[src/hdl/sit_queue.sv]
// Two-entry queue between the front and back ends.
// Depends on nothing.
module sit_queue #(
   parameter int unsigned WIDTH = 8
) (
   input  logic             clock,
   input  logic             reset,
   input  logic             in_valid,
   output logic             in_ready,
   input  logic [WIDTH-1:0] in_data,
   output logic             out_valid,
   input  logic             out_ready,
   output logic [WIDTH-1:0] out_data
);
   logic [WIDTH-1:0] slot_ff [2];
   logic             wr_ff;
   logic             rd_ff;
   logic [1:0]       fill_ff;
   logic             push;
   logic             pop;

   assign in_ready = (fill_ff != 2'd2);
   assign out_valid = (fill_ff != 2'd0);
   assign out_data = slot_ff[rd_ff];
   assign push = in_valid && in_ready;
   assign pop = out_valid && out_ready;

   always_ff @(posedge clock) begin
      if (push) begin
         slot_ff[wr_ff] <= in_data;
      end
      if (reset) begin
         wr_ff <= 1'b0;
         rd_ff <= 1'b0;
         fill_ff <= 2'd0;
      end else begin
         if (push) wr_ff <= ~wr_ff;
         if (pop) rd_ff <= ~rd_ff;
         fill_ff <= fill_ff + 2'(push) - 2'(pop);
      end
   end
endmodule

[config.mk]
export PLATFORM = sky130hd
export DESIGN_NAME = sit_queue
export DESIGN_NICKNAME = d
export VERILOG_FILES = /design/src/hdl/sit_queue.sv
export SDC_FILE = /design/constraint.sdc
export NUM_CORES = 1
export LEC_CHECK = 0
export BUFFER_PORTS_ARGS = -buffer_cell sky130_fd_sc_hd__buf_2
export CORE_MARGIN = 10
export CORE_UTILIZATION = 40
export DETAILED_ROUTE_END_ITERATION = 16
export PLACE_DENSITY = 0.63
export SLEW_MARGIN = 30
export SYNTH_ARGS = -nofsm -noshare
export SYNTH_HDL_FRONTEND = slang
export SYNTH_SLANG_ARGS = --single-unit
export TNS_END_PERCENT = 10
[constraint.sdc]
create_clock -name clock -period 1.8 [get_ports clock]
set_input_delay 0.27 -clock clock [delete_from_list [all_inputs] [get_ports clock]]
set_output_delay 0.27 -clock clock [all_outputs]
set_load 0.005 [all_outputs]
==> metrics.cfg <==
[floorplan]
core_mm2 = 0.00194
row_count = 16
start_util_pct = 41.9
die_height_um = 65.1
ios = 22
die_width_um = 65.1
die-area_mm2 = 0.00424

[detailed_routing]
antenna_left = 0
drt-total-wl_um = 1360
drt_first_pass_iters = 4
route.detailed.drc = 0
wl_per_cell_um = 13.5
via_per_inst = 4.50
drtIter0Drc = 19
vias = 454

[sta]
slew_headroom_pct = 74.6
post-route-period-util_pct = 89.9
hold_viol_final = 0
fmax_mhz = 618
setup_tns_ns = 0
min_period_ns = 1.62
slew_violations = 0
skew_ns = 0.0113
worstMarginPinSlew_ns = 0.381
rsz0062_at_grt = false
setup_violations = 0

[setup_path]
timing.rr.end = fill_ff[1]$_SDFF_PP0_
critPathKind = reg2out
r2r_cells = 8
reg2reg_from = fill_ff[0]$_SDFF_PP0_
end_kind = output port
rrSetupSlack_ns = 0.26
crit_arrival_ns = 1.35
required_ns = 1.53
crit_fanout = 8
worst_setup_path_start_kind = flop

[worst_hold_path]
hp-start = in_data[0]
worstHoldPathCells = 1
hp-class = in2reg
min_to = slot_ff[1][0]$_DFFE_PP_

[placement]
numPlacedInstances = 97
postPlaceCellArea_um2 = 955
place.port_buffers = 21
gp_congestion = 0.681

[global_routing]
grt_pass1_vias = 470
grt_overflow = 0
grt_first_pass_wirelength_um = 2150
antenna_found_initial = 0
track_usage_pct = 6.59
grt_max_degree = 12

[clocking]
htree_levels = 1
clock_sinks = 21
post_cts_resize_count = 0
clk_pin_slew_ns = 0.12
cts_setup_buffers = 0
insertion_delay_ns = 0.30
root_buffer = clkbuf_4
cts_hold_buf = 0
cts_tree = built
cts_max_path_buffers = 2
numCtsBuffers = 3

[finish]
final_nets = 89
drive_above_1_share_pct = 39.2
syn_to_final_growth_pct = 20.6
final_cells = 101
utilization_pct = 50.5
diodes = 0
post-route-cell-area_um2 = 981
fill_cells = 187

[logic_synthesis]
ys_warn_count = 0
synth_fp_nets = 63
synth_seq_cells = 21
seq_area_frac_synth_pct = 71.4
syn_area_um2 = 813
postSynthAreaPerCell_um2 = 16.6
syn-instance-count = 49
synth_cell_types = 16

[outcome]
status = finished, final reports clean

[power_and_ir_drop]
leakagePower_nw = 0.398
peakVddDrop_uv = 581
p_per_area_mw_per_mm2 = 1260

[job]
max_cap_viol_count = 0

[layer usage]
| metal | track usage, % | up-vias | wire length, um | share of wire (%) |
|---|---|---|---|---|
| met5 | 0 | - | 0 | 0 |
| met1 | 8.32 | 210 | 674 | 49 |
| met2 | 8.74 | 16 | 571 | 42 |
| li1 | - | 224 | - | - |
| met4 | 4.81 | 0 | 35 | 2.6 |
| met3 | 2.71 | 4 | 83 | 6.1 |
[power by group]
group | internal (mW) | switching [mW]
clock | 0.0862 | 0.132
sequential | 0.616 | 0.0580
combinational | 0.192 | 0.152
[stage by stage]
stage | total power, mW | worst slack [ns] | hold WS (ns)
2_1_floorplan | 0.898 | 0.340 | 0.342
3_3_place_gp | 1.03 | 0.275 | 0.458
3_5_place_dp | 1.04 | 0.279 | 0.466
4_1_cts | 1.25 | 0.169 | 0.155
5_1_grt | 1.31 | 0.119 | 0.149
6_report | 1.24 | 0.181 | 0.154
[cells by family after synthesis]
kind of cell    after synthesis  synth area share [%]
fa+ha+maj                     2                  3.08
compound gates                1                  1.08
flops                        21                  71.4
buf+inv                       2                  1.08
simple gates                 11                  7.23
mux                           9                  12.9
xor+xnor                      3                  3.23
[cells in the final DEF (no fill, tap or decap)]
cell type and n:
mux2_4 1, mux2_1 8, nor2_1 5, o21a_2 1
ha_1 2, buf_2 21, and3_1 1, edfxtp_1 16
nand2b_2 1, nand2_2 1, inv_1 1, clkbuf_4 3
dfxtp_1 5, nor2b_1 2, xor2_1 1, xnor2_1 2
clkbuf_1 1, or2_1 1, buf_4 1
[state kept, by name, summed over array words and instances (netlist names), named ones only]
register,cells
fill_ff,2
rd_ff,1
slot_ff,16
wr_ff,1
[worst max-delay path by stage]
stage / endpoint / slack (ns) / cells past startpoint / startpoint
detailed placement: fill_ff[1]$_SDFF_PP0_ / 0.28 / 8 / fill_ff[0]$_SDFF_PP0_
global placement: fill_ff[1]$_SDFF_PP0_ / 0.27 / 7 / fill_ff[1]$_SDFF_PP0_
global route: out_data[0] / 0.12 / 2 / flop
CTS: out_data[4] / 0.17 / 2 / flop
floorplan: fill_ff[1]$_SDFF_PP0_ / 0.34 / 7 / fill_ff[1]$_SDFF_PP0_
finish: out_data[4] / 0.18 / 2 / flop
[area by class of cell]
type                       instances  area [um^2]  area share [%]
clock buffer                       4         26.3            2.68
timing repair buffer              22          113            11.5
multi-input combinational         26          224            22.8
sequential                        21          581            59.2
inverter                           1         3.75           0.383
tap                               27         33.8            3.44
[cell usage after synthesis, drive strengths merged]
library cell  count  area [um^2]
inv               1         3.75
xnor2             2         17.5
or2               1         6.26
o21a              1         8.76
mux2              9          105
dfxtp             5          100
nand2b            1         8.76
nor2              5         18.8
ha                2         25.0
nor2b             2         12.5
edfxtp           16          480
xor2              1         8.76
and3              1         6.26
buf               1         5.00
nand2             1         6.26
[worst max-delay path, stage by stage, from the launching register on]
cell and delay, ns:
dfxtp_1 0.56, mux2_1 0.36, buf_2 0.13
No activity file was read; power rests on OpenSTA's default activity.
