--- src/hdl/sit_pkg.sv ---
// Package for the stream id tagger: shared types, register codes and constants.
// No dependencies; every other file but sit_queue takes names from here by scope.
package sit_pkg;

   localparam int unsigned CHUNKS_DEFAULT = 4096;
   localparam int unsigned SECTOR_SHIFT = 9;
   localparam int unsigned NS_PER_SEC = 1000000000;

   localparam int unsigned SECTOR_W = 48;
   localparam int unsigned LEN_W = 32;
   localparam int unsigned LENBLK_W = LEN_W - SECTOR_SHIFT;
   localparam int unsigned NOW_W = 64;
   localparam int unsigned COUNT_W = 32;
   localparam int unsigned STREAM_W = 5;
   localparam int unsigned HINT_W = 6;
   localparam int unsigned CSIZE_W = 31;
   localparam int unsigned DECAY_W = 16;
   localparam int unsigned PERIOD_W = 46;
   localparam int unsigned END_W = SECTOR_W + 1;

   localparam int unsigned CSR_IDX_W = 2;
   localparam int unsigned CSR_DATA_W = 31;

   typedef enum logic [CSR_IDX_W-1:0] {
      CSR_CHUNK_SIZE = 2'd0,
      CSR_DECAY      = 2'd1,
      CSR_STREAMS    = 2'd2
   } csr_index_type;

   localparam logic [CSIZE_W-1:0]  CHUNK_SIZE_RESET = 31'd2097152;
   localparam logic [DECAY_W-1:0]  DECAY_RESET = 16'd10;
   localparam logic [STREAM_W-1:0] STREAMS_RESET = 5'd16;

   typedef struct packed {
      logic [COUNT_W-1:0]  count;
      logic [STREAM_W-1:0] stream;
      logic [NOW_W-1:0]    stamp;
   } chunk_entry_type;

   typedef struct packed {
      logic [HINT_W-1:0] stream_hint;
      logic              was_sequential;
      logic              out_of_range;
   } result_type;

   typedef struct packed {
      logic [CSIZE_W-1:0]  chunk_size;
      logic [PERIOD_W-1:0] period_ns;
      logic [STREAM_W-1:0] streams;
   } cfg_type;

endpackage

--- src/hdl/sit_front.sv ---
// Front end: accept a request and find its chunk by restoring division, one bit a cycle.
// Depends on sit_pkg.
module sit_front #(
   parameter int unsigned CHUNKS = sit_pkg::CHUNKS_DEFAULT,
   localparam int unsigned QW = $clog2(CHUNKS + 1),
   localparam int unsigned IW = (CHUNKS > 1) ? $clog2(CHUNKS) : 1,
   localparam int unsigned QDW = sit_pkg::SECTOR_W + sit_pkg::LENBLK_W + sit_pkg::NOW_W
                                 + IW + 1
) (
   input  logic                          clock,
   input  logic                          reset,
   input  logic                          req_valid,
   output logic                          req_ready,
   input  logic [sit_pkg::SECTOR_W-1:0]  start_sector,
   input  logic [sit_pkg::LEN_W-1:0]     length_bytes,
   input  logic [sit_pkg::NOW_W-1:0]     now_ns,
   input  logic [sit_pkg::CSIZE_W-1:0]   chunk_size,
   output logic                          push_valid,
   input  logic                          push_ready,
   output logic [QDW-1:0]                push_data
);
   localparam int unsigned DW = sit_pkg::SECTOR_W + sit_pkg::SECTOR_SHIFT;
   localparam int unsigned DVW = sit_pkg::CSIZE_W + QW - 1;
   localparam int unsigned KW = (QW > 1) ? $clog2(QW) : 1;
   localparam int unsigned MW = 64;

   typedef enum logic [1:0] {F_IDLE, F_DIV, F_PUSH} state_type;

   state_type                     state_ff;
   logic [DW-1:0]                 rem_ff;
   logic [DVW-1:0]                dvs_ff;
   logic [QW-1:0]                 q_ff;
   logic [KW-1:0]                 k_ff;
   logic [sit_pkg::SECTOR_W-1:0]  sector_ff;
   logic [sit_pkg::LENBLK_W-1:0]  lenblk_ff;
   logic [sit_pkg::NOW_W-1:0]     now_ff;
   logic                          oor_ff;

   logic [DW-1:0]  dividend_in;
   logic [MW-1:0]  limit_in;
   logic           fits_in;
   logic           oor_final;

   assign dividend_in = {start_sector, {sit_pkg::SECTOR_SHIFT{1'b0}}};
   assign limit_in = MW'({chunk_size, {QW{1'b0}}});
   assign fits_in = MW'(rem_ff) >= MW'(dvs_ff);
   assign oor_final = oor_ff || (q_ff >= QW'(CHUNKS));

   assign req_ready = (state_ff == F_IDLE);
   assign push_valid = (state_ff == F_PUSH);
   assign push_data = {sector_ff, lenblk_ff, now_ff, q_ff[IW-1:0], oor_final};

   always_ff @(posedge clock) begin
      if (reset) begin
         state_ff <= F_IDLE;
      end else begin
         unique case (state_ff)
            F_IDLE: begin
               if (req_valid) begin
                  sector_ff <= start_sector;
                  lenblk_ff <= length_bytes[sit_pkg::LEN_W-1:sit_pkg::SECTOR_SHIFT];
                  now_ff <= now_ns;
                  rem_ff <= dividend_in;
                  dvs_ff <= DVW'({chunk_size, {(QW-1){1'b0}}});
                  q_ff <= '0;
                  k_ff <= KW'(QW - 1);
                  if (chunk_size == '0 || MW'(dividend_in) >= limit_in) begin
                     oor_ff <= 1'b1;
                     state_ff <= F_PUSH;
                  end else begin
                     oor_ff <= 1'b0;
                     state_ff <= F_DIV;
                  end
               end
            end
            F_DIV: begin
               if (fits_in) begin
                  rem_ff <= rem_ff - DW'(dvs_ff);
               end
               q_ff <= QW'({q_ff, fits_in});
               dvs_ff <= dvs_ff >> 1;
               if (k_ff == '0) begin
                  state_ff <= F_PUSH;
               end else begin
                  k_ff <= k_ff - 1'b1;
               end
            end
            F_PUSH: begin
               if (push_ready) begin
                  state_ff <= F_IDLE;
               end
            end
            default: state_ff <= F_IDLE;
         endcase
      end
   end
endmodule

--- config.mk ---
export PLATFORM = sky130hd
export DESIGN_NAME = sit_front
export DESIGN_NICKNAME = d
export VERILOG_FILES = /design/src/hdl/sit_pkg.sv /design/src/hdl/sit_front.sv
export SDC_FILE = /design/constraint.sdc
export NUM_CORES = 1
export LEC_CHECK = 0
export BUFFER_PORTS_ARGS = -buffer_cell sky130_fd_sc_hd__buf_4
export CAP_MARGIN = 5
export CORE_MARGIN = 3
export CORE_UTILIZATION = 30
export DETAILED_ROUTE_END_ITERATION = 8
export PLACE_DENSITY = 0.56
export SKIP_CTS_REPAIR_TIMING = 1
export SLEW_MARGIN = 15
export SYNTH_ARGS = -nofsm -noshare
export SYNTH_HDL_FRONTEND = slang
export SYNTH_SLANG_ARGS = --single-unit
export TNS_END_PERCENT = 20
--- constraint.sdc ---
create_clock -name clock -period 5.7 [get_ports clock]
set_input_delay 0 -clock clock [delete_from_list [all_inputs] [get_ports clock]]
set_output_delay 0 -clock clock [all_outputs]
set_load 0.05 [all_outputs]
==> metrics.yaml, run 1 <==
die:
  die-area_sq_um: 45380
  die_w_um: 213.0
  num_rows: 75
  design.core.area_sq_um: 42130
  pin_count: 329
  start_util_pct: 30.52
  die_h_um: 213.0
timing:
  fin_setup_tns_ns: 0
  hold_viol: 0
  grt_setup_unrepaired: "no"
  fin_crit_sh_pct: 77.61
  worst_slew_pin_slew_ns: 0.8885
  relSlewSlack_pct: 40.26
  final.min_clock_period_ns: 4.424
  timing.fmax_ghz: 0.2260
  setup_viol: 0
  slew_viol_final: 0
  skew_ns: 0.02223
logic_synthesis:
  ys_warn_count: 0
  synth_most_common_cell: "edfxtp_1"
  synthFlopType: "edfxtp_1"
  syn-cell-area_sq_um: 12860
  avgSynthCellArea_sq_um: 11.40
  synth_common_cells: "edfxtp_1, nand2_1, inv_1"
  ys_async_sr_fraction_pct: 0
  synth_top_area_share_pct: 59.09
  netlist_top_cells_area: "edfxtp_1, ha_1, nand2_1"
  synth.largest_area_cell: "edfxtp_1"
  synthCells: 1128
  netlist-cell-type-count: 66
  syn_nets: 1383
  synth_edf_count: 253
  ys_seq_area_share_pct: 59.40
  ys_ff_latch: 255
routing:
  drcViolationCount: 0
  viasPerCell: 4.784
  drt-wirelength-per-cell_um: 17.65
  postRouteAntennaNets: 0
  drt-initial-drc-count: 548
  routed_wl_um: 38260
  vias: 10368
  dr.pass1.iters: 6
global_route:
  antenna_found_initial: 3
  grtUsageMet2_pct: 27.16
  grt_pass1_wl_um: 53820
  busiest_layer: "met2"
  use_met3_pct: 3.805
  grt_use_met1_pct: 17.99
  grt_max_degree: 94
  overflow: 0
  grt_pass1_vias: 9693
  grt_usage_pct: 15.07
placement:
  placed_cell_area_sq_um: 15750
  hpwl_um: 27100
  place_congestion: 0.8650
  portBuffers: 319
clocking:
  cts_max_path_buffers: 3
  clkSinkCount: 255
  htree_levels: 1
  clk_latency_ns: 0.57
  cts_tree: "done"
  cts_root_buf: "clkbuf_16"
  cts_inserted_buffers: 31
  clk_pin_slew_ns: 0.06
layout:
  drive_gt1_share_pct: 24.25
  final-seq-area_sq_um: 7637
  synthToLayoutAreaGrowth_pct: 43.32
  multi_input_area_sq_um: 4649
  final_area_sq_um: 18430
  finalNetCount: 1856
  fillers: 3960
setup_path:
  worstPathCellList: "ha_1 -> nor2b_1 -> o2111ai_1 -> a2111oi_0 -> o31ai_1 -> a21oi_1 -> o21ai_0 -> o21ai_1 -> a21boi_0 -> a21oi_4 -> buf_4"
  critPathRequiredTime_ns: 5.88
  crit_fanout: 57
  crit_path_top_delay_cell: "buf_4"
  crit_family: "compound AO/OA/AOI/OAI gates"
  arrival_ns: 4.60
  crit_type: "register to register"
  slowest_delay_ns: 0.65
  cp-end-kind: "register"
  critical_path_buf_inv_count: 1
  cp-start-kind: "register"
power:
  power.leakage_nw: 7.753
  peakVddDrop_mv: 0.2320
  p_per_area_nw_per_um2: 265.3
min_path:
  hp-class: "input port to register"
flow_run:
  max_cap_viol_count: 0
status:
  status: "complete, no violations"
cell type report:
class / instances / share of cell area [%]
sequential: 255 / 41.44
multi-input combinational: 726 / 25.23
tap: 539 / 3.660
clock inverter: 18 / 0.9709
clock buffer: 39 / 4.373
antenna: 3 / 0.04074
inverter: 94 / 1.915
timing repair buffer: 493 / 22.37
sequential cells by signal, summed over array words and instances, names as in the netlist:
register / flops
lenblk_ff: 23
oor_ff: 1
q_ff: 13
rem_ff: 57
dvs_ff: 43
k_ff: 4
state_ff: 2
sector_ff: 48
now_ff: 64
through the flow:
step	util [%]	setup WS (ns)	hold slack [ns]	cells	total power [mW]
6_report	43.74	1.276	0.1412	2167	4.889
5_1_grt	43.74	0.9375	0.1164	2167	5.103
4_1_cts	39.73	1.257	-0.4480	1996	4.859
3_5_place_dp	37.39	1.288	0.1794	1939	2.903
3_3_place_gp	37.39	1.397	0.1785	1939	2.894
2_1_floorplan	-	0.08237	0.09887	1128	2.642
cells in the final DEF (no fill, tap or decap), drive strengths merged, types with 3 or more instances in the layout:
cell and count:
a211o 5, a211oi 8, a21boi 3, a21o 44, a21oi 57, a221o 3
a31oi 10, and2 15, and3 12, buf 325, bufinv 3, clkbuf 39
clkinv 13, diode 3, dlygate4sd3 168, edfxtp 253, ha 75, inv 95
mux2i 3, nand2 135, nand3 21, nand4 16, nor2 76, nor2b 9
nor3 16, nor4 17, o211ai 4, o21a 9, o21ai 90, o21bai 6
o31ai 6, or2 3, or3 7, or4 4, xnor2 21, xor2 20
cells by family after synthesis:
family	after synthesis	share of synthesized area, %
compound gates	266	13.14
simple gates	340	12.30
buf+inv	147	4.681
flops	255	59.40
fa+ha+maj	76	7.454
xor+xnor	41	2.793
mux	3	0.2336
layer usage:
layer  vias to the layer above  share of wire (%)
met2                       329                 50
met1                      4916                 41
met3                        61                6.7
li1                       5062                  -
met5                         -                  0
met4                         0                2.3
worst paths after layout:
path                                               from                      end  slack, ns  depth (start not counted)
worst max register to register  rem_ff[1]$_SDFFCE_PN0P_  rem_ff[2]$_SDFFCE_PN0P_       1.28                         11
worst min-delay path                   length_bytes[12]   lenblk_ff[3]$_DFFE_PP_       0.14                          2
worst min register to register     dvs_ff[24]$_DFFE_PP_     dvs_ff[23]$_DFFE_PP_       0.54                          2
worst max-delay path            rem_ff[1]$_SDFFCE_PN0P_  rem_ff[2]$_SDFFCE_PN0P_       1.28                         11
report_power, final:
group | internal, mW | switching [mW]
registers | 2.15 | 0.0296
clock network | 1.13 | 0.793
logic | 0.329 | 0.451
(Power assumes the default switching activity.)
==> run 2, diff against run 1 <==
- ABC_AREA: default -> 1
- PLACE_DENSITY: 0.56 -> 0.55
- clock period: 5.7 -> 3.8 ns (I/O delays scaled with it)
==> run 2 against run 1 <==
Die area increased by 15%. Clock power increased by 48%. Design area increased by 12%. Largest power group unchanged. First-iteration DRC count increased by 24%. Power increased by 100%. Wire length increased by 26%. Final cell count increased by 39%. Clock skew about the same. Critical endpoint is now rem_ff[37]$_DFFE_PP_. Worst setup slack got worse by 0.37 ns.
==> metrics.yaml, run 2 <==
status:
  status: "complete, no violations"
layout:
  finalNetCount: 2587  # +39%
  final_common_cell: "nand2_1"
  reg.largest.list: "now_ff (64), rem_ff (57), sector_ff (48)"
  multi_input_area_sq_um: 5642  # +21%
  largest_reg_flops: 64  # unchanged
  post-route-util_pct: 42.84  # -0.90 points
  drive_gt1_share_pct: 16.94  # -7.3 points
  synthToLayoutAreaGrowth_pct: 39.13
  fillers: 4775  # +21%
  final_cell_mix: "nand2_1, inv_1, buf_4"
  final-seq-area_sq_um: 7637  # unchanged
  largest-register: "now_ff"
timing:
  setup_viol: 0  # unchanged
  skew_ns: 0.02210  # -0.0001231 ns
  timing.fmax_ghz: 0.3457  # +53%
  slew_viol_final: 0  # unchanged
  grt_setup_unrepaired: "no"
  relSlewSlack_pct: 30.26  # -10 points
  final.min_clock_period_ns: 2.893  # -1.531 ns
  whs_ns: 0.1073  # -0.03393 ns
  hold_viol: 0  # unchanged
  worst_slew_pin_slew_ns: 1.046  # +0.1575 ns
  fin_crit_sh_pct: 76.13  # -1.5 points
logic_synthesis:
  synth_top_area_share_pct: 51.04  # -8.1 points
  synth_edf_count: 253  # unchanged
  ys_async_sr_fraction_pct: 0  # unchanged
  syn-cell-area_sq_um: 14890  # +16%
  synth_common_cells: "nand2_1, inv_1, edfxtp_1"
  avgSynthCellArea_sq_um: 8.103  # -29%
  ys_seq_area_share_pct: 51.31  # -8.1 points
  netlist_top_cells_area: "edfxtp_1, nand2_1, inv_1"
  synth.largest_area_cell: "edfxtp_1"
  netlist-cell-type-count: 32  # -52%
  syn_nets: 2092  # +51%
  ys_ff_latch: 255  # unchanged
  synthFlopType: "edfxtp_1"
  synth_most_common_cell: "nand2_1"
  ys_warn_count: 0  # unchanged
  synthCells: 1837  # +63%
clocking:
  htree_levels: 1  # unchanged
  cts_root_buf: "clkbuf_16"
  cts_tree: "done"
  cts_inserted_buffers: 30  # -3.2%
  clk_pin_slew_ns: 0.06  # about the same
  cts_max_path_buffers: 3  # unchanged
  clkSinkCount: 255  # unchanged
  clk_latency_ns: 0.59  # +0.02 ns
power:
  power.internal_mw: 6.308  # +74%
  p_per_area_nw_per_um2: 479.7  # +81%
  switching_share_pct: 36.50  # +10 points
  switching_power_mw: 3.626  # +180%
  power.leakage_nw: 9.828  # +27%
  pwr-share-comb_pct: 34.4  # +18 points
  pwr-share-clk_pct: 28.7  # -11 points
  peakVddDrop_mv: 0.3628  # +56%
  finalPower_mw: 9.934  # +100%
  seq_power_share_pct: 36.9  # -7.7 points
global_route:
  grt_usage_pct: 17.05  # +2.0 points
  grt_use_met1_pct: 21.64  # +3.7 points
  grt_pass1_vias: 12545  # +29%
  overflow: 0  # unchanged
  antenna_found_initial: 1  # -2
  use_met3_pct: 4.013  # +0.21 points
  grt_max_degree: 98  # +4.3%
  grt_pass1_wl_um: 70500  # +31%
  grtUsageMet2_pct: 29.14  # +2.0 points
  busiest_layer: "met2"
routing:
  drcViolationCount: 0  # unchanged
  routed_wl_um: 48310  # +26%
  viasPerCell: 4.405  # -7.9%
  vias: 13269  # +28%
  drt-wirelength-per-cell_um: 16.04  # -9.1%
  drt-initial-drc-count: 679  # +24%
  dr.pass1.iters: 5  # -1
  postRouteAntennaNets: 0  # unchanged
die:
  die_h_um: 228.8  # +7.4%
  num_rows: 80  # +6.7%
  pin_count: 329  # unchanged
  die_w_um: 228.8  # +7.4%
  design.core.area_sq_um: 48350  # +15%
  die-area_sq_um: 52330  # +15%
  start_util_pct: 30.79  # +0.27 points
setup_path:
  critical_path_buf_inv_count: 2  # +1
  worst-path-stages: 12  # +1
  crit_path_top_delay_cell: "edfxtp_1"
  cp-start-kind: "register"
  worstPathCellList: "ha_1 -> nand2_1 -> nor2_1 -> inv_1 -> nor2_1 -> nand2_1 -> nand3_1 -> nand2_1 -> nand3_1 -> nor2_1 -> nor2_4 -> buf_4"
  crit_type: "register to register"
  cp-end-kind: "register"
  crit_fanout: 28  # -51%
  arrival_ns: 3.11  # -1.49 ns
  crit_family: "simple AND/OR/NAND/NOR gates"
  reg2regPathDepth: 12  # +1
  critPathRequiredTime_ns: 4.02  # -1.86 ns
  slowest_delay_ns: 0.38  # -0.27 ns
min_path:
  hp-class: "input port to register"
  hold_depth: 4  # +2
flow_run:
  max_cap_viol_count: 0  # unchanged
placement:
  hpwl_um: 37050  # +37%
  place_congestion: 0.9332  # +7.9%
  portBuffers: 319  # unchanged
run 2: power by group through the flow:
stage / sequential, mW / combinational [mW] / clock (mW)
final: 3.66 / 3.42 / 2.85
after global routing: 3.69 / 3.81 / 3.05
after CTS: 3.66 / 3.29 / 2.95
after detailed placement: 3.72 / 3.28 / 0
after global placement: 3.71 / 3.25 / 0
after floorplan: 4.06 / 1.87 / 0
run 2: final timing paths:
| kind | start | end | slack, ns |
|---|---|---|---|
| max | rem_ff[19]$_DFFE_PP_ | rem_ff[37]$_DFFE_PP_ | 0.91 |
| min | req_valid | now_ff[2]$_DFFE_PP_ | 0.11 |
| max reg2reg | rem_ff[19]$_DFFE_PP_ | rem_ff[37]$_DFFE_PP_ | 0.91 |
| min reg2reg | dvs_ff[25]$_DFFE_PP_ | dvs_ff[24]$_DFFE_PP_ | 0.56 |
run 2: cell families after synthesis:
logic type | Yosys count | share of synthesized area [%]
compound gates | 133 | 4.623
xor+xnor | 19 | 1.118
fa+ha+maj | 76 | 6.439
buf+inv | 419 | 10.93
flops | 255 | 51.31
simple gates | 935 | 25.59
run 2: tightest hold or removal path: cells and delay by family:
kind          cells  cell delay [ns]
simple gates      2             0.16
buf+inv           2             0.32
run 2: layout make-up:
cell class | count | share of cell area, %
clock inverters | 11 | 0.6162
repair buffers | 497 | 20.19
flip-flops and latches | 255 | 36.88
multi-input cells | 1163 | 27.24
inverters | 385 | 6.978
well taps | 656 | 3.963
diodes | 1 | 0.01208
clock buffers | 44 | 4.120
run 2: per-stage QoR:
step | cells | setup WS, ns | cell area, sq um | TNS [ns]
final | 3012 | 0.9072 | 20710 | 0
after global routing | 3012 | 0.6373 | 20710 | 0
after global placement | 2786 | 0.9651 | 18020 | 0
after CTS | 2841 | 0.8691 | 19010 | 0
after detailed placement | 2786 | 0.9110 | 18020 | 0
after floorplan | 1837 | -0.6065 | 14890 | -34.57
run 2: routing by layer:
| metal | vias to the layer above | part of all wire, % | routed length [um] |
|---|---|---|---|
| met2 | 359 | 47 | 22880 |
| li1 | 6764 | - | - |
| met4 | 0 | 2.8 | 1342 |
| met3 | 79 | 6.2 | 3013 |
| met1 | 6067 | 44 | 21080 |
| met5 | - | 0 | 0 |
==> run 3, diff against run 2 <==
- clock period: 3.8 -> 2.4 ns (I/O delays scaled with it)
==> run 3 against run 2 <==
The flow now finishes with violations (setup timing). Sequential cell count unchanged. Global-route usage is 0.93 points higher. Clock skew shrank 0.011 ns. Sequential power is 60% higher. Clock power is 76% higher. Sequential share of layout area fell by 4.3 points. Wire length up 8.4%. Register-to-register slack got worse by 0.97 ns.
==> metrics.yaml, run 3 (synthesis gave the netlist of run 2 again) <==
status:
  status: "complete, but fails checks"
  violations: "setup timing"
routing:
  routed-wl-met2_um: 24940  # +9.0%
  drt-initial-drc-count: 643  # -5.3%
  routed.top_layer: "met4"
  dr.pass1.iters: 5  # unchanged
  drcViolationCount: 0  # unchanged
  wl_met3_um: 2640  # -12%
  vias: 14119  # +6.4%
  viasPerCell: 4.418  # +0.28%
  m1WireLength_um: 22780  # +8.1%
  routed_wl_um: 52370  # +8.4%
  drt-wirelength-per-cell_um: 16.39  # +2.2%
  postRouteAntennaNets: 0  # unchanged
die:
  die_w_um: 228.8  # unchanged
  start_util_pct: 30.79  # unchanged
  num_rows: 80  # unchanged
  pin_count: 329  # unchanged
  die-area_sq_um: 52330  # unchanged
  design.core.area_sq_um: 48350  # unchanged
  die_h_um: 228.8  # unchanged
timing:
  setup_viol: 51  # +51
  fin_crit_sh_pct: 102.5  # +26 points
  timing.fmax_ghz: 0.4064  # +18%
  slew_viol_final: 0  # unchanged
  grt_setup_unrepaired: "yes"
  worst_slew_pin_slew_ns: 0.5079  # -0.5382 ns
  final.min_clock_period_ns: 2.461  # -0.4320 ns
  skew_ns: 0.01157  # -0.01053 ns
  hold_viol: 0  # unchanged
  relSlewSlack_pct: 66.14  # +36 points
  fin_ws_ns: -0.06079  # -0.9680 ns
min_path:
  hp-class: "input port to register"
global_route:
  antenna_found_initial: 2  # +1
  grt_usage_pct: 17.99  # +0.93 points
  overflow: 0  # unchanged
  grt_pass1_wl_um: 74550  # +5.7%
  grt_pass1_vias: 13516  # +7.7%
  grt_max_degree: 98  # unchanged
clocking:
  htree_levels: 1  # unchanged
  cts_max_path_buffers: 3  # unchanged
  cts_tree: "done"
  clkSinkCount: 255  # unchanged
  clk_latency_ns: 0.57  # -0.02 ns
  cts_root_buf: "clkbuf_16"
  clk_pin_slew_ns: 0.06  # about the same
  cts_inserted_buffers: 31  # +3.3%
setup_path:
  cp-endpoint: "rem_ff[4]$_SDFFCE_PN0P_"
  timing.rr.end: "rem_ff[4]$_SDFFCE_PN0P_"
  cp-start-kind: "register"
  reg2regPathDepth: 13  # +1
  crit_fanout: 11  # -61%
  critPathRequiredTime_ns: 2.67  # -1.35 ns
  crit_start: "rem_ff[17]$_DFFE_PP_"
  cp-end-kind: "register"
  arrival_ns: 2.73  # -0.38 ns
  reg2reg_from: "rem_ff[17]$_DFFE_PP_"
  rrSetupSlack_ns: -0.06  # -0.97 ns
  crit_type: "register to register"
layout:
  largest-register: "now_ff"
  reg.largest.list: "now_ff (64), rem_ff (57), sector_ff (48)"
  stdcell_count: 3196  # +6.1%
  finalNetCount: 2772  # +7.2%
  multi_input_area_sq_um: 6694  # +19%
  final_area_sq_um: 23430  # +13%
  final_cell_mix: "nand2_1, buf_4, inv_1"
  final_common_cell: "nand2_1"
  post-route-util_pct: 48.46  # +5.6 points
  synthToLayoutAreaGrowth_pct: 57.38
  drive_gt1_share_pct: 30.96  # +14 points
  final-seq-area_sq_um: 7639  # about the same
  largest_reg_flops: 64  # unchanged
  fillers: 4556  # -4.6%
power:
  seq_power_share_pct: 32.5  # -4.4 points
  pwr-share-clk_pct: 27.9  # -0.8 points
  pwr-share-comb_pct: 39.6  # +5.2 points
  p_per_area_nw_per_um2: 768.6  # +60%
  power.internal_mw: 11.59  # +84%
  switching_power_mw: 6.418  # +77%
  switching_share_pct: 35.64  # -0.85 points
  peakVddDrop_mv: 0.5842  # +61%
  power.leakage_nw: 10.92  # +11%
placement:
  hpwl_um: 39470  # +6.5%
  dp_cells: 2945  # +5.7%
  portBuffers: 319  # unchanged
  placed_cell_area_sq_um: 19300  # +7.1%
  place_ws_ns: -0.1224  # -1.033 ns
  place_congestion: 0.9110  # -2.4%
flow_run:
  max_cap_viol_count: 0  # unchanged
## run 3: cell count changes in the layout (fill, tap and decap cells not counted), moves of 39 or more
cell and change:
ha_1 -40, nand2_2 +54, ha_4 +40, nor2_1 -39, buf_4 +171, nand2_1 -61
## run 3: per-stage QoR
| stage | TNS [ns] | total power [mW] | hold slack, ns |
|---|---|---|---|
| final | -1.477 | 18.01 | 0.1642 |
| after global routing | -7.364 | 19.05 | 0.1402 |
| after CTS | -8.139 | 17.02 | -0.4294 |
| after detailed placement | -6.063 | 11.94 | 0.1794 |
| after global placement | -4.348 | 11.87 | 0.1784 |
| after floorplan | -134.28 | 9.385 | 0.09887 |
## run 3: how the worst min path moves through the flow
stage,cells after the start,start,to,slack (ns)
2_1_floorplan,0,length_bytes[9],lenblk_ff[0]$_DFFE_PP_,0.1
3_3_place_gp,1,now_ns[57],now_ff[57]$_DFFE_PP_,0.18
3_5_place_dp,1,now_ns[43],now_ff[43]$_DFFE_PP_,0.18
4_1_cts,1,now_ns[23],now_ff[23]$_DFFE_PP_,-0.43
5_1_grt,2,now_ns[38],now_ff[38]$_DFFE_PP_,0.14
6_report,2,now_ns[57],now_ff[57]$_DFFE_PP_,0.16
## run 3: worst max-delay path: stages (launching register included)
cell	delay, ns
edfxtp_1	0.42
ha_4	0.34
nand2_4	0.08
nor2_4	0.13
inv_1	0.07
nor3_2	0.23
nand2_2	0.09
nand3_4	0.08
nand2_2	0.06
nand3_2	0.11
nor2_4	0.06
nor2_4	0.13
buf_12	0.18
clkbuf_16	0.19
## run 3: layer usage
layer  global-route usage [%]  vias up
met5                        0        -
met4                    5.545        0
met3                    3.215       91
met2                    31.33      376
met1                    22.68     6507
li1                         -     7145
## run 3: cell type report
class                   instances  area share [%]
clock inverters                23           1.325
multi-input cells            1163           28.57
inverters                     385           6.169
diodes                          1         0.01068
repair buffers                681           24.49
clock buffers                  32           3.327
flip-flops and latches        255           32.61
well taps                     656           3.504
## run 3: power groups by stage
stage | combinational, mW | clock (mW) | sequential (mW)
global route | 7.83 | 5.31 | 5.90
finish | 7.14 | 5.01 | 5.85
CTS | 6.07 | 5.16 | 5.79
detailed placement | 6.05 | 0 | 5.88
global placement | 6.01 | 0 | 5.86
floorplan | 2.97 | 0 | 6.42
